`src/rtl/core/rfss_pkg.sv`:
```
// Shared types, codes and helpers for the correction-stream frame scanner.
// No dependencies; imported by rfss_parser and rtcm3_frame_scanner_stats.

package rfss_pkg;

   // Request operation codes
   typedef enum logic [1:0] {
      OP_BYTE  = 2'd0,
      OP_TICK  = 2'd1,
      OP_CLEAR = 2'd2
   } rfss_op_type;

   // Parser phases
   typedef enum logic [1:0] {
      PH_HUNT = 2'd0,
      PH_LEN1 = 2'd1,
      PH_LEN2 = 2'd2,
      PH_BODY = 2'd3
   } rfss_phase_type;

   localparam logic [7:0]  PREAMBLE        = 8'hD3;
   localparam logic [1:0]  LEN_HIGH_MASK   = 2'h3;
   localparam logic [10:0] FRAME_OVERHEAD  = 11'd6;
   localparam int unsigned CRC_BYTES       = 3;
   localparam logic [15:0] WINDOW_MS_RESET = 16'd1000;

   // Frame state after the current request, parser to top level
   typedef struct packed {
      logic        done;
      logic [11:0] msg_type;
      logic        type_valid;
      logic [10:0] frame_length;
   } rfss_frame_type;

   // One response
   typedef struct packed {
      logic        frame_done;
      logic [11:0] msg_type;
      logic        type_valid;
      logic [10:0] frame_length;
      logic [31:0] frame_count;
      logic [31:0] bytes_received;
      logic [31:0] rate_bytes;
      logic [31:0] age_ms;
      logic        age_valid;
   } rfss_rsp_type;

   // Saturating increment of a 32-bit counter
   function automatic logic [31:0] sat_inc32(input logic [31:0] value);
      sat_inc32 = (value == 32'hFFFF_FFFF) ? value : value + 32'd1;
   endfunction

endpackage

```
`src/rtl/core/rfss_parser.sv`:
```
// Byte-serial frame parser: preamble hunt, length, body and CRC count-out.
// Depends on rfss_pkg; instantiated by rtcm3_frame_scanner_stats.

module rfss_parser
   import rfss_pkg::*;
#(
   parameter int unsigned MAX_PAYLOAD = 1023
) (
   input  logic           clock,
   input  logic           reset,
   input  logic           byte_en,
   input  logic           clear_en,
   input  logic [7:0]     data_byte,
   output rfss_frame_type frame
);

   localparam int unsigned BodyWidth = $clog2(MAX_PAYLOAD + CRC_BYTES + 1);

   rfss_phase_type        phase_ff, phase_in;
   logic [1:0]            len_high_ff, len_high_in;
   logic [BodyWidth-1:0]  remain_ff, remain_in;
   logic [1:0]            pos_ff, pos_in;        // body position, saturates at 2
   logic [10:0]           total_ff, total_in;
   logic                  long_ff, long_in;      // payload of two bytes or more
   logic [7:0]            type_high_ff, type_high_in;
   logic [11:0]           last_type_ff, last_type_in;
   logic                  type_valid_ff, type_valid_in;
   logic [10:0]           last_len_ff, last_len_in;
   logic                  done;

   logic [9:0]            payload;
   logic                  too_long;
   logic                  last_body;

   assign payload   = {len_high_ff, data_byte};
   assign too_long  = payload > 10'(MAX_PAYLOAD);
   assign last_body = remain_ff == BodyWidth'(1);

   // Next phase
   always_comb begin
      phase_in = phase_ff;
      if (clear_en) begin
         phase_in = PH_HUNT;
      end else if (byte_en) begin
         unique case (phase_ff)
            PH_HUNT: if (data_byte == PREAMBLE) phase_in = PH_LEN1;
            PH_LEN1: phase_in = PH_LEN2;
            PH_LEN2: phase_in = too_long ? PH_HUNT : PH_BODY;
            PH_BODY: if (last_body) phase_in = PH_HUNT;
            default: phase_in = PH_HUNT;
         endcase
      end
   end

   // Length, body counting and type capture
   always_comb begin
      len_high_in   = len_high_ff;
      remain_in     = remain_ff;
      pos_in        = pos_ff;
      total_in      = total_ff;
      long_in       = long_ff;
      type_high_in  = type_high_ff;
      last_type_in  = last_type_ff;
      type_valid_in = type_valid_ff;
      last_len_in   = last_len_ff;
      done          = 1'b0;
      if (clear_en) begin
         len_high_in   = '0;
         remain_in     = '0;
         pos_in        = '0;
         total_in      = '0;
         long_in       = 1'b0;
         type_high_in  = '0;
         last_type_in  = '0;
         type_valid_in = 1'b0;
         last_len_in   = '0;
      end else if (byte_en) begin
         unique case (phase_ff)
            PH_HUNT: ;
            PH_LEN1: len_high_in = data_byte[1:0] & LEN_HIGH_MASK;
            PH_LEN2: begin
               // oversized length drops the frame, counters untouched
               if (!too_long) begin
                  total_in  = 11'(payload) + FRAME_OVERHEAD;
                  remain_in = BodyWidth'(payload) + BodyWidth'(CRC_BYTES);
                  pos_in    = 2'd0;
                  long_in   = payload >= 10'd2;
               end
            end
            PH_BODY: begin
               if (pos_ff == 2'd0) begin
                  type_high_in = data_byte;
               end else if (pos_ff == 2'd1 && long_ff) begin
                  last_type_in  = {type_high_ff, data_byte[7:4]};
                  type_valid_in = 1'b1;
               end
               pos_in    = (pos_ff == 2'd2) ? pos_ff : pos_ff + 2'd1;
               remain_in = remain_ff - BodyWidth'(1);
               if (last_body) begin
                  last_len_in = total_ff;
                  done        = 1'b1;
               end
            end
            default: ;
         endcase
      end
   end

   always_ff @(posedge clock) begin
      if (reset) begin
         phase_ff      <= PH_HUNT;
         len_high_ff   <= '0;
         remain_ff     <= '0;
         pos_ff        <= '0;
         total_ff      <= '0;
         long_ff       <= 1'b0;
         type_high_ff  <= '0;
         last_type_ff  <= '0;
         type_valid_ff <= 1'b0;
         last_len_ff   <= '0;
      end else begin
         phase_ff      <= phase_in;
         len_high_ff   <= len_high_in;
         remain_ff     <= remain_in;
         pos_ff        <= pos_in;
         total_ff      <= total_in;
         long_ff       <= long_in;
         type_high_ff  <= type_high_in;
         last_type_ff  <= last_type_in;
         type_valid_ff <= type_valid_in;
         last_len_ff   <= last_len_in;
      end
   end

   // State as it stands after this request
   assign frame.done         = done;
   assign frame.msg_type     = last_type_in;
   assign frame.type_valid   = type_valid_in;
   assign frame.frame_length = last_len_in;

endmodule

```
`src/rtl/core/rtcm3_frame_scanner_stats.sv`:
```
// Top level of the correction-stream frame scanner with link statistics.
// Depends on rfss_pkg and rfss_parser.

// Each request (byte, millisecond tick or clear) is handled in the cycle it
// is accepted and its response is registered, so a request can be taken in
// every cycle while req_stall is low. The response side has an output
// register plus one skid entry; req_stall rises only when both hold
// responses that downstream has not yet taken. Every request gives exactly
// one response carrying the statistics after it. window_ms is written through
// csr_wr_en/csr_wr_data and should change only while the block is idle; zero
// acts as one.

module rtcm3_frame_scanner_stats
   import rfss_pkg::*;
#(
   parameter int unsigned MAX_PAYLOAD = 1023
) (
   input  logic        clock,
   input  logic        reset,
   // request channel
   input  logic        req_valid,
   output logic        req_stall,
   input  logic [1:0]  req_operation,
   input  logic [7:0]  req_data_byte,
   // response channel
   output logic        rsp_valid,
   input  logic        rsp_stall,
   output logic        rsp_frame_done,
   output logic [11:0] rsp_msg_type,
   output logic        rsp_type_valid,
   output logic [10:0] rsp_frame_length,
   output logic [31:0] rsp_frame_count,
   output logic [31:0] rsp_bytes_received,
   output logic [31:0] rsp_rate_bytes,
   output logic [31:0] rsp_age_ms,
   output logic        rsp_age_valid,
   // configuration
   input  logic        csr_wr_en,
   input  logic [15:0] csr_wr_data
);

   logic           accept;
   logic           take;
   logic           byte_en;
   logic           tick_en;
   logic           clear_en;
   rfss_frame_type frame;
   rfss_rsp_type   rsp_new;

   logic [15:0]    window_ms_ff;
   logic [15:0]    limit;
   logic [15:0]    ticks_next;

   logic [31:0]    frames_ff, frames_in;
   logic [31:0]    bytes_ff, bytes_in;
   logic [31:0]    win_bytes_ff, win_bytes_in;
   logic [15:0]    ticks_ff, ticks_in;
   logic [31:0]    rate_ff, rate_in;
   logic [31:0]    since_ff, since_in;
   logic           seen_ff, seen_in;
   logic [31:0]    age_ff, age_in;
   logic           age_valid_ff, age_valid_in;

   logic           out_valid_ff, out_valid_in;
   rfss_rsp_type   out_data_ff, out_data_in;
   logic           skid_valid_ff, skid_valid_in;
   rfss_rsp_type   skid_data_ff, skid_data_in;

   // Handshake
   assign req_stall = skid_valid_ff;
   assign accept    = req_valid && !skid_valid_ff;
   assign take      = out_valid_ff && !rsp_stall;
   assign byte_en   = accept && (req_operation == OP_BYTE);
   assign tick_en   = accept && (req_operation == OP_TICK);
   assign clear_en  = accept && (req_operation == OP_CLEAR);

   // Window length register
   always_ff @(posedge clock) begin
      if (reset) begin
         window_ms_ff <= WINDOW_MS_RESET;
      end else if (csr_wr_en) begin
         window_ms_ff <= csr_wr_data;
      end
   end

   rfss_parser #(
      .MAX_PAYLOAD (MAX_PAYLOAD)
   ) u_parser (
      .clock     (clock),
      .reset     (reset),
      .byte_en   (byte_en),
      .clear_en  (clear_en),
      .data_byte (req_data_byte),
      .frame     (frame)
   );

   assign limit      = (window_ms_ff == 16'd0) ? 16'd1 : window_ms_ff;
   assign ticks_next = ticks_ff + 16'd1;

   // Counters, window and age
   always_comb begin
      frames_in    = frames_ff;
      bytes_in     = bytes_ff;
      win_bytes_in = win_bytes_ff;
      ticks_in     = ticks_ff;
      rate_in      = rate_ff;
      since_in     = since_ff;
      seen_in      = seen_ff;
      age_in       = age_ff;
      age_valid_in = age_valid_ff;
      if (clear_en) begin
         // tick counter keeps running across a clear
         frames_in    = '0;
         bytes_in     = '0;
         win_bytes_in = '0;
         rate_in      = '0;
         since_in     = '0;
         seen_in      = 1'b0;
         age_in       = '0;
         age_valid_in = 1'b0;
      end else if (byte_en) begin
         bytes_in     = sat_inc32(bytes_ff);
         win_bytes_in = sat_inc32(win_bytes_ff);
         since_in     = '0;
         seen_in      = 1'b1;
         if (frame.done) frames_in = sat_inc32(frames_ff);
      end else if (tick_en) begin
         since_in = sat_inc32(since_ff);
         ticks_in = ticks_next;
         if (ticks_next >= limit) begin
            rate_in      = win_bytes_ff;
            win_bytes_in = '0;
            ticks_in     = '0;
            if (seen_ff) begin
               age_in       = since_in;
               age_valid_in = 1'b1;
            end
         end
      end
   end

   always_ff @(posedge clock) begin
      if (reset) begin
         frames_ff    <= '0;
         bytes_ff     <= '0;
         win_bytes_ff <= '0;
         ticks_ff     <= '0;
         rate_ff      <= '0;
         since_ff     <= '0;
         seen_ff      <= 1'b0;
         age_ff       <= '0;
         age_valid_ff <= 1'b0;
      end else begin
         frames_ff    <= frames_in;
         bytes_ff     <= bytes_in;
         win_bytes_ff <= win_bytes_in;
         ticks_ff     <= ticks_in;
         rate_ff      <= rate_in;
         since_ff     <= since_in;
         seen_ff      <= seen_in;
         age_ff       <= age_in;
         age_valid_ff <= age_valid_in;
      end
   end

   // Response for the request accepted this cycle
   always_comb begin
      rsp_new.frame_done     = byte_en && frame.done;
      rsp_new.msg_type       = frame.msg_type;
      rsp_new.type_valid     = frame.type_valid;
      rsp_new.frame_length   = frame.frame_length;
      rsp_new.frame_count    = frames_in;
      rsp_new.bytes_received = bytes_in;
      rsp_new.rate_bytes     = rate_in;
      rsp_new.age_ms         = age_in;
      rsp_new.age_valid      = age_valid_in;
   end

   // Output register with one skid entry
   always_comb begin
      out_valid_in  = out_valid_ff;
      out_data_in   = out_data_ff;
      skid_valid_in = skid_valid_ff;
      skid_data_in  = skid_data_ff;
      if (take) begin
         if (skid_valid_ff) begin
            out_data_in   = skid_data_ff;
            skid_valid_in = 1'b0;
         end else if (accept) begin
            out_data_in = rsp_new;
         end else begin
            out_valid_in = 1'b0;
         end
      end else if (accept) begin
         if (!out_valid_ff) begin
            out_valid_in = 1'b1;
            out_data_in  = rsp_new;
         end else begin
            skid_valid_in = 1'b1;
            skid_data_in  = rsp_new;
         end
      end
   end

   always_ff @(posedge clock) begin
      if (reset) begin
         out_valid_ff  <= 1'b0;
         skid_valid_ff <= 1'b0;
      end else begin
         out_valid_ff  <= out_valid_in;
         skid_valid_ff <= skid_valid_in;
      end
   end

   always_ff @(posedge clock) begin
      out_data_ff  <= out_data_in;
      skid_data_ff <= skid_data_in;
   end

   assign rsp_valid          = out_valid_ff;
   assign rsp_frame_done     = out_data_ff.frame_done;
   assign rsp_msg_type       = out_data_ff.msg_type;
   assign rsp_type_valid     = out_data_ff.type_valid;
   assign rsp_frame_length   = out_data_ff.frame_length;
   assign rsp_frame_count    = out_data_ff.frame_count;
   assign rsp_bytes_received = out_data_ff.bytes_received;
   assign rsp_rate_bytes     = out_data_ff.rate_bytes;
   assign rsp_age_ms         = out_data_ff.age_ms;
   assign rsp_age_valid      = out_data_ff.age_valid;

   // Checks
   a_skid_behind_out: assert property (@(posedge clock) disable iff (reset)
      skid_valid_ff |-> out_valid_ff)
      else $error("skid entry held without an output entry");

   a_done_counted: assert property (@(posedge clock) disable iff (reset)
      (rsp_valid && rsp_frame_done) |-> (rsp_frame_count != 32'd0))
      else $error("frame completed but frame count is zero");

   a_done_length: assert property (@(posedge clock) disable iff (reset)
      (rsp_valid && rsp_frame_done) |-> (rsp_frame_length >= FRAME_OVERHEAD))
      else $error("completed frame shorter than its header and CRC");

   a_age_needs_data: assert property (@(posedge clock) disable iff (reset)
      (rsp_valid && rsp_age_valid) |-> (rsp_bytes_received != 32'd0))
      else $error("age valid with no bytes received");

endmodule

```
`config.mk`:
```
export PLATFORM = sky130hd
export DESIGN_NAME = rtcm3_frame_scanner_stats
export DESIGN_NICKNAME = d
export VERILOG_FILES = /design/src/rtl/core/rfss_pkg.sv /design/src/rtl/core/rfss_parser.sv /design/src/rtl/core/rtcm3_frame_scanner_stats.sv
export SDC_FILE = /design/constraint.sdc
export NUM_CORES = 1
export LEC_CHECK = 0
export ABC_AREA = 1
export BUFFER_PORTS_ARGS = -buffer_cell sky130_fd_sc_hd__buf_2
export CAP_MARGIN = 0
export CELL_PAD_IN_SITES_DETAIL_PLACEMENT = 1
export CELL_PAD_IN_SITES_GLOBAL_PLACEMENT = 1
export CORE_UTILIZATION = 25
export DETAILED_ROUTE_END_ITERATION = 6
export PLACE_DENSITY_LB_ADDON = 0.1
export SLEW_MARGIN = 20
export SYNTH_ARGS = -nofsm -noshare
export SYNTH_HDL_FRONTEND = slang
export SYNTH_SLANG_ARGS = --single-unit
```
`constraint.sdc`:
```
create_clock -name clock -period 7.35 [get_ports clock]
set_clock_uncertainty 0.2 [all_clocks]
set_input_delay 0 -clock clock [delete_from_list [all_inputs] [get_ports clock]]
set_output_delay 0 -clock clock [all_outputs]
set_load 0.005 [all_outputs]
```
After elaboration in Yosys (flattened, before gate mapping):

Index checks and enable logic that the tools add are counted.

* register bits: 597
* logic and storage cells: 174

* $add $sub $neg: 9
* magnitude comparators: 3
* equal/unequal tests: 21
* mux-type cells: 64
* bitwise operators: 4
* reduce and logical (&&, ||, !) cells: 33

Operators with widths (count)
* 154-bit two-way mux: 5
* 32-bit two-way mux: 21
* 32-bit by 1-bit adder with 32-bit output, second input constant: 4
* 32-bit equality test, second input constant: 4
* 12-bit two-way mux: 5
* 11-bit two-way mux: 5
* 16-bit two-way mux: 2
* 3-bit AND reduction: 9
* 11-bit one-hot mux with 2 select lines: 1
* 1-bit two-way mux: 18
* 16-bit by 1-bit adder with 16-bit output, second input constant: 1
* 16-bit greater-or-equal comparator: 1
* 16-bit zero test: 1
* 2-bit != test, second input constant: 6
* 10-bit by 2-bit adder with 11-bit output, second input constant: 1
* 10-bit by 3-bit adder with 11-bit output, second input constant: 1
* 11-bit by 1-bit equality test with 1-bit output, second input constant: 1
* 11-bit by 1-bit subtractor with 11-bit output, second input constant: 1
* 10-bit by 2-bit greater-or-equal comparator with 1-bit output, second input constant: 1
* 10-bit greater-than comparator, second input constant: 1
* 2-bit two-way mux: 5
* 2-bit nonzero test: 5
* 2-bit equality test, second input constant: 4
* 8-bit equality test, second input constant: 1
* other kinds (13): 30

Logic depth before layout (Yosys ltp):

* word-level depth: 11
* gate-level depth with buffers: 21
* mapped depth without buffers: 21

By module:

Synthesis repeated with hierarchy kept, for this count alone.

* cell total of the unflattened synthesis: 3359
* area total of the unflattened synthesis: 28172.0 um^2

By module, submodules not included
* rtcm3_frame_scanner_stats: instances 1, cells an instance 2882, area each 24816.3 um^2, sequential area each 13813.2 um^2
* rfss_parser: instances 1, cells an instance 477, area each 3355.7 um^2, sequential area each 1221.2 um^2

Least setup slack after synthesis:

Ideal clock, no wire load.

* path kind: register to register
* from: reg out_valid_ff, in the netlist rsp_valid
* to: reg out_data_ff, in the netlist rsp_age_ms[0], enable pin
* setup time: 0.669 ns
* arrival: 7.204 ns
* data required time: 6.481 ns
* path slack: -0.724 ns
* cell stages (with the launch flop): 6
* period minus slack after synthesis: 8.074 ns
* path through: dfxtp_1 > inv_1 > nor2_1 > inv_2 > ha_1 > nor2_1

* word-level cells in the longest chain between the ends: 3
* elaborated cells on any way between the ends: 4
* those cells by class: 1 x eq/ne; 3 x reduce/logical

RTL lines
* start: declaration: line rtcm3_frame_scanner_stats.sv:64 `logic out_valid_ff, out_valid_in;`
* start signal: assignment: line rtcm3_frame_scanner_stats.sv:210 `out_valid_ff <= out_valid_in;`
* 1-bit logical AND: line rtcm3_frame_scanner_stats.sv:72 `assign take = out_valid_ff && !rsp_stall;`
* 2-bit != test (no line) / 2-bit nonzero test (equally long branches)
* 3-bit AND reduction (no line) (*)
* end signal: assignment: line rtcm3_frame_scanner_stats.sv:216 `out_data_ff <= out_data_in;`
* end: declaration: line rtcm3_frame_scanner_stats.sv:65 `rfss_rsp_type out_data_ff, out_data_in;`

Every way passes the cells marked *; elsewhere a longest branch is shown, timed or not.
A chain may end at the register's enable or synchronous reset.

==> out/metrics.csv <==
stage;metric;value;unit
sta;min Tclk post-route;4.47;ns
critical_path;Worst Path Class, Setup;register to register;
route;via count;22800;
critical_path;Crit. path cell count;17;
synth;sequential area share after synthesis;53.7;%
placed_design;count of input and output buffers;186;
clock_tree;cts bufs inserted;76;
critical_path;critical path peak fanout;30;
synth;Synth Instances;3395;
clock_tree;clk buf depth;3;
clock_tree;CTS sink count;597;
clock_tree;htree depth;3;
pwr;Worst VDD drop;136;µV
placed_design;DP Area;30400;µm²
sta;f_max;0.224;GHz
pwr;P_leak;14.5;nW
sta;max-slew violations;0;
placed_design;GPL Wtd Cong;0.825;
sta;Slew HR;28.9;%
synth;ys async rst share;0;%
critical_path;worst r2r path cells;17;
run_status;status;complete, no violations;
route;# DRC;0;
route;Routed WL per cell;17.5;µm
floorplanning;die area;113000;µm²
clock_tree;later-pin clock latency in the skew report;0.65;ns
clock_tree;CTS clock-pin slew for the worst setup and hold paths;0.06;ns
critical_path;crit path from;ticks_ff[0];
critical_path;Crit. End Element;register;
clock_tree;CTS tree;built;
critical_path;Critical Path Slowest Stage Cell;nand3_2;
grt;gr ovfl total;0;
route;DRT Pass-1 Iters;4;
finish;most common cell after layout, fill and taps aside;nand2_1;
run;max cap viols;0;
sta;Final Hold Vio Count;0;
synth;Synth Warn #;0;
synth;EDFF count, synth;308;
placed_design;Setup WS pre-CTS;2.77;ns
synth;Cell Area, Synth;28000;µm²
critical_path;r2r endpoint;rsp_age_ms[0];
sta;Final setup viols;0;
synth;syn nets;3459;
critical_path;Worst path most repeated cell;nand2_1;
critical_path;r2r setup slk;2.88;ns
clock_tree;root buf cell;clkbuf_16;
floorplanning;Die H;337;µm
sta;Tcrit/Tclk final;60.9;%
hold_path;min-delay worst type;input port to register;
grt;initial antenna violation count;2;
route;DRT antenna net count;0;
critical_path;Worst Path Buf+Inv;0;
floorplanning;Initial Util;25.3;%
clock_tree;Setup Buffers After CTS;0;
route;routed wire length;90700;µm
finish;commonest non-fill, non-tap cells in the layout;654 x nand2_1, 508 x nor2_1, 466 x inv_1;
route;routed vias/inst;4.41;
synth;synthesized flop and latch total;597;
critical_path;CP cell instances;ha_1 -> nand3_1 -> nor2_1 -> nand3_1 -> nor2_1 -> nand4_1 -> xnor2_1 -> ha_1 -> nand2_1 -> nor4_1 -> nand2_1 -> nand2_4 -> nand3_2 -> nand2_1 -> nand2_1 -> nand2_1 -> a21oi_1;
synth;Synth Area per Inst;8.25;µm²
sta;RSZ-0062 raised after global routing;no;
floorplanning;Top Ports;187;
finish;layout cells sized above 1;10.7;%
sta;final setup margin;2.88;ns
sta;setup TNS;0;ns
critical_path;CP startpoint kind;register;
floorplanning;die width;337;µm
route;Detailed Route Iter0 Violations;967;
finish;Area growth syn-to-layout;20.2;%
floorplanning;row count;122;
sta;worst slew pin tran;1.07;ns
finish;Post-Layout Inst Area;33700;µm²
pwr;Pwr Total;7.92;mW
critical_path;CP peak stage delay;0.71;ns
grt;pin count of the biggest net entering global routing;159;
critical_path;reg2reg start;ticks_ff[0];
placed_design;dpl hpwl;60100;µm
finish;Core Util, Final;30.4;%
finish;nets;3686;
synth;Synth Flop Type;edfxtp_1;
critical_path;worst setup path endpoint;rsp_age_ms[0];
floorplanning;Core ar.;111000;µm²
critical_path;Critical Path RT;7.50;ns
grt;vias in the first global route;23700;
critical_path;worst path arrival time;4.63;ns
pwr;pwr/cell area;235;nW/µm²
synth;Cell variety after synth;54;
critical_path;critical path's top delay family;simple AND/OR/NAND/NOR gates;
grt;first-pass GRT wire length;143000;µm
grt;total track usage;16.2;%
==> tightest hold or removal path: cells and delay by family <==
family | cells | cell delay (ns)
and+or+nand+nor | 1 | 0.11
buffers and inverters | 2 | 0.65
AOI/OAI and AO/OA | 1 | 0.06
==> repair_timing <==
item | in CTS | in global routing
hold endpoints to repair | 210 | 0
gates resized for setup | 0 | 0
hold buffers | 82 | 0
==> report_power, final <==
part | internal, mW | switching, mW
Combinational | 0.155 | 0.321
Clock | 2.21 | 1.53
Sequential | 3.64 | 0.0623
==> logic make-up after synthesis <==
group / synth area share, %
AOI/OAI and AO/OA: 9.03
xor gates and xnor gates: 2.84
buffers and inverters: 8.75
DFF: 53.7
and+or+nand+nor: 24.2
adders and majority gates: 1.47
==> cell type report <==
cell class	count	area (µm²)
Fill cell	13300	77100
Sequential cell	597	15000
Multi-Input combinational cell	2175	10600
Clock buffer	111	2140
Timing Repair Buffer	289	1930
Tap cell	1488	1860
Inverter	483	1820
Clock inverter	30	330
Antenna cell	1	2.50
==> registers in the layout (all words and copies together), names as in the netlist, 32 cells and up <==
signal,cells
skid_data_ff,154
age_ff,32
bytes_ff,32
frames_ff,32
rate_ff,32
rsp_age_ms,32
rsp_bytes_received,32
rsp_frame_count,32
rsp_rate_bytes,32
since_ff,32
win_bytes_ff,32
==> how the worst min path moves through the flow <==
stage	from	to	cells past startpoint
2_1_floorplan	req_data_byte[1]	u_parser.total_ff[1]	1
3_3_place_gp	csr_wr_data[7]	window_ms_ff[7]	3
3_5_place_dp	csr_wr_data[3]	window_ms_ff[3]	3
4_1_cts	csr_wr_en	window_ms_ff[7]	3
5_1_grt	req_valid	req_stall	4
6_report	req_valid	req_stall	4
==> metrics by stage <==
stage	cells	hold WS (ns)
after floorplan	3395	-0.110
after global placement	4950	0.0193
after detailed placement	4950	0.0245
after CTS	5173	0.0245
after global routing	5173	0.0885
final	5174	0.0236
==> layer usage <==
metal | track usage (%) | routed length [µm] | vias to the layer above | share of wire (%)
met3 | 2.35 | 2630 | 90 | 2.9
met5 | 0 | 0 | - | 0
met4 | 4.03 | 1470 | 0 | 1.6
li1 | - | - | 11500 | -
met1 | 22.6 | 45700 | 11000 | 50
met2 | 26.1 | 41000 | 253 | 45
==> Yosys cell counts, types with 5 or more instances <==
library cell  number  area (µm²)
a211oi_1           6        45.0
a21oi_1          249        1250
a31oi_1            6        37.5
buf_2             42         210
buf_4              6        45.0
buf_6              5        56.3
clkbuf_1          85         319
dfxtp_1          289        5790
edfxtp_1         308        9250
ha_1              33         413
inv_1            467        1750
inv_2             15        56.3
nand2_1          654        2450
nand2_2            6        37.5
nand3_1          245        1230
nand4_1           37         231
nor2_1           510        1910
nor2_2             8        50.1
nor2_4             5        56.3
nor3_1            58         290
nor4_1             8        50.1
o211ai_1          45         338
o21ai_0          116         581
o21ai_1           15        75.1
or2_1             13        81.3
or2_2             26         163
xnor2_1           20         175
xor2_1            71         622
No activity file was read; power rests on OpenSTA's default activity.
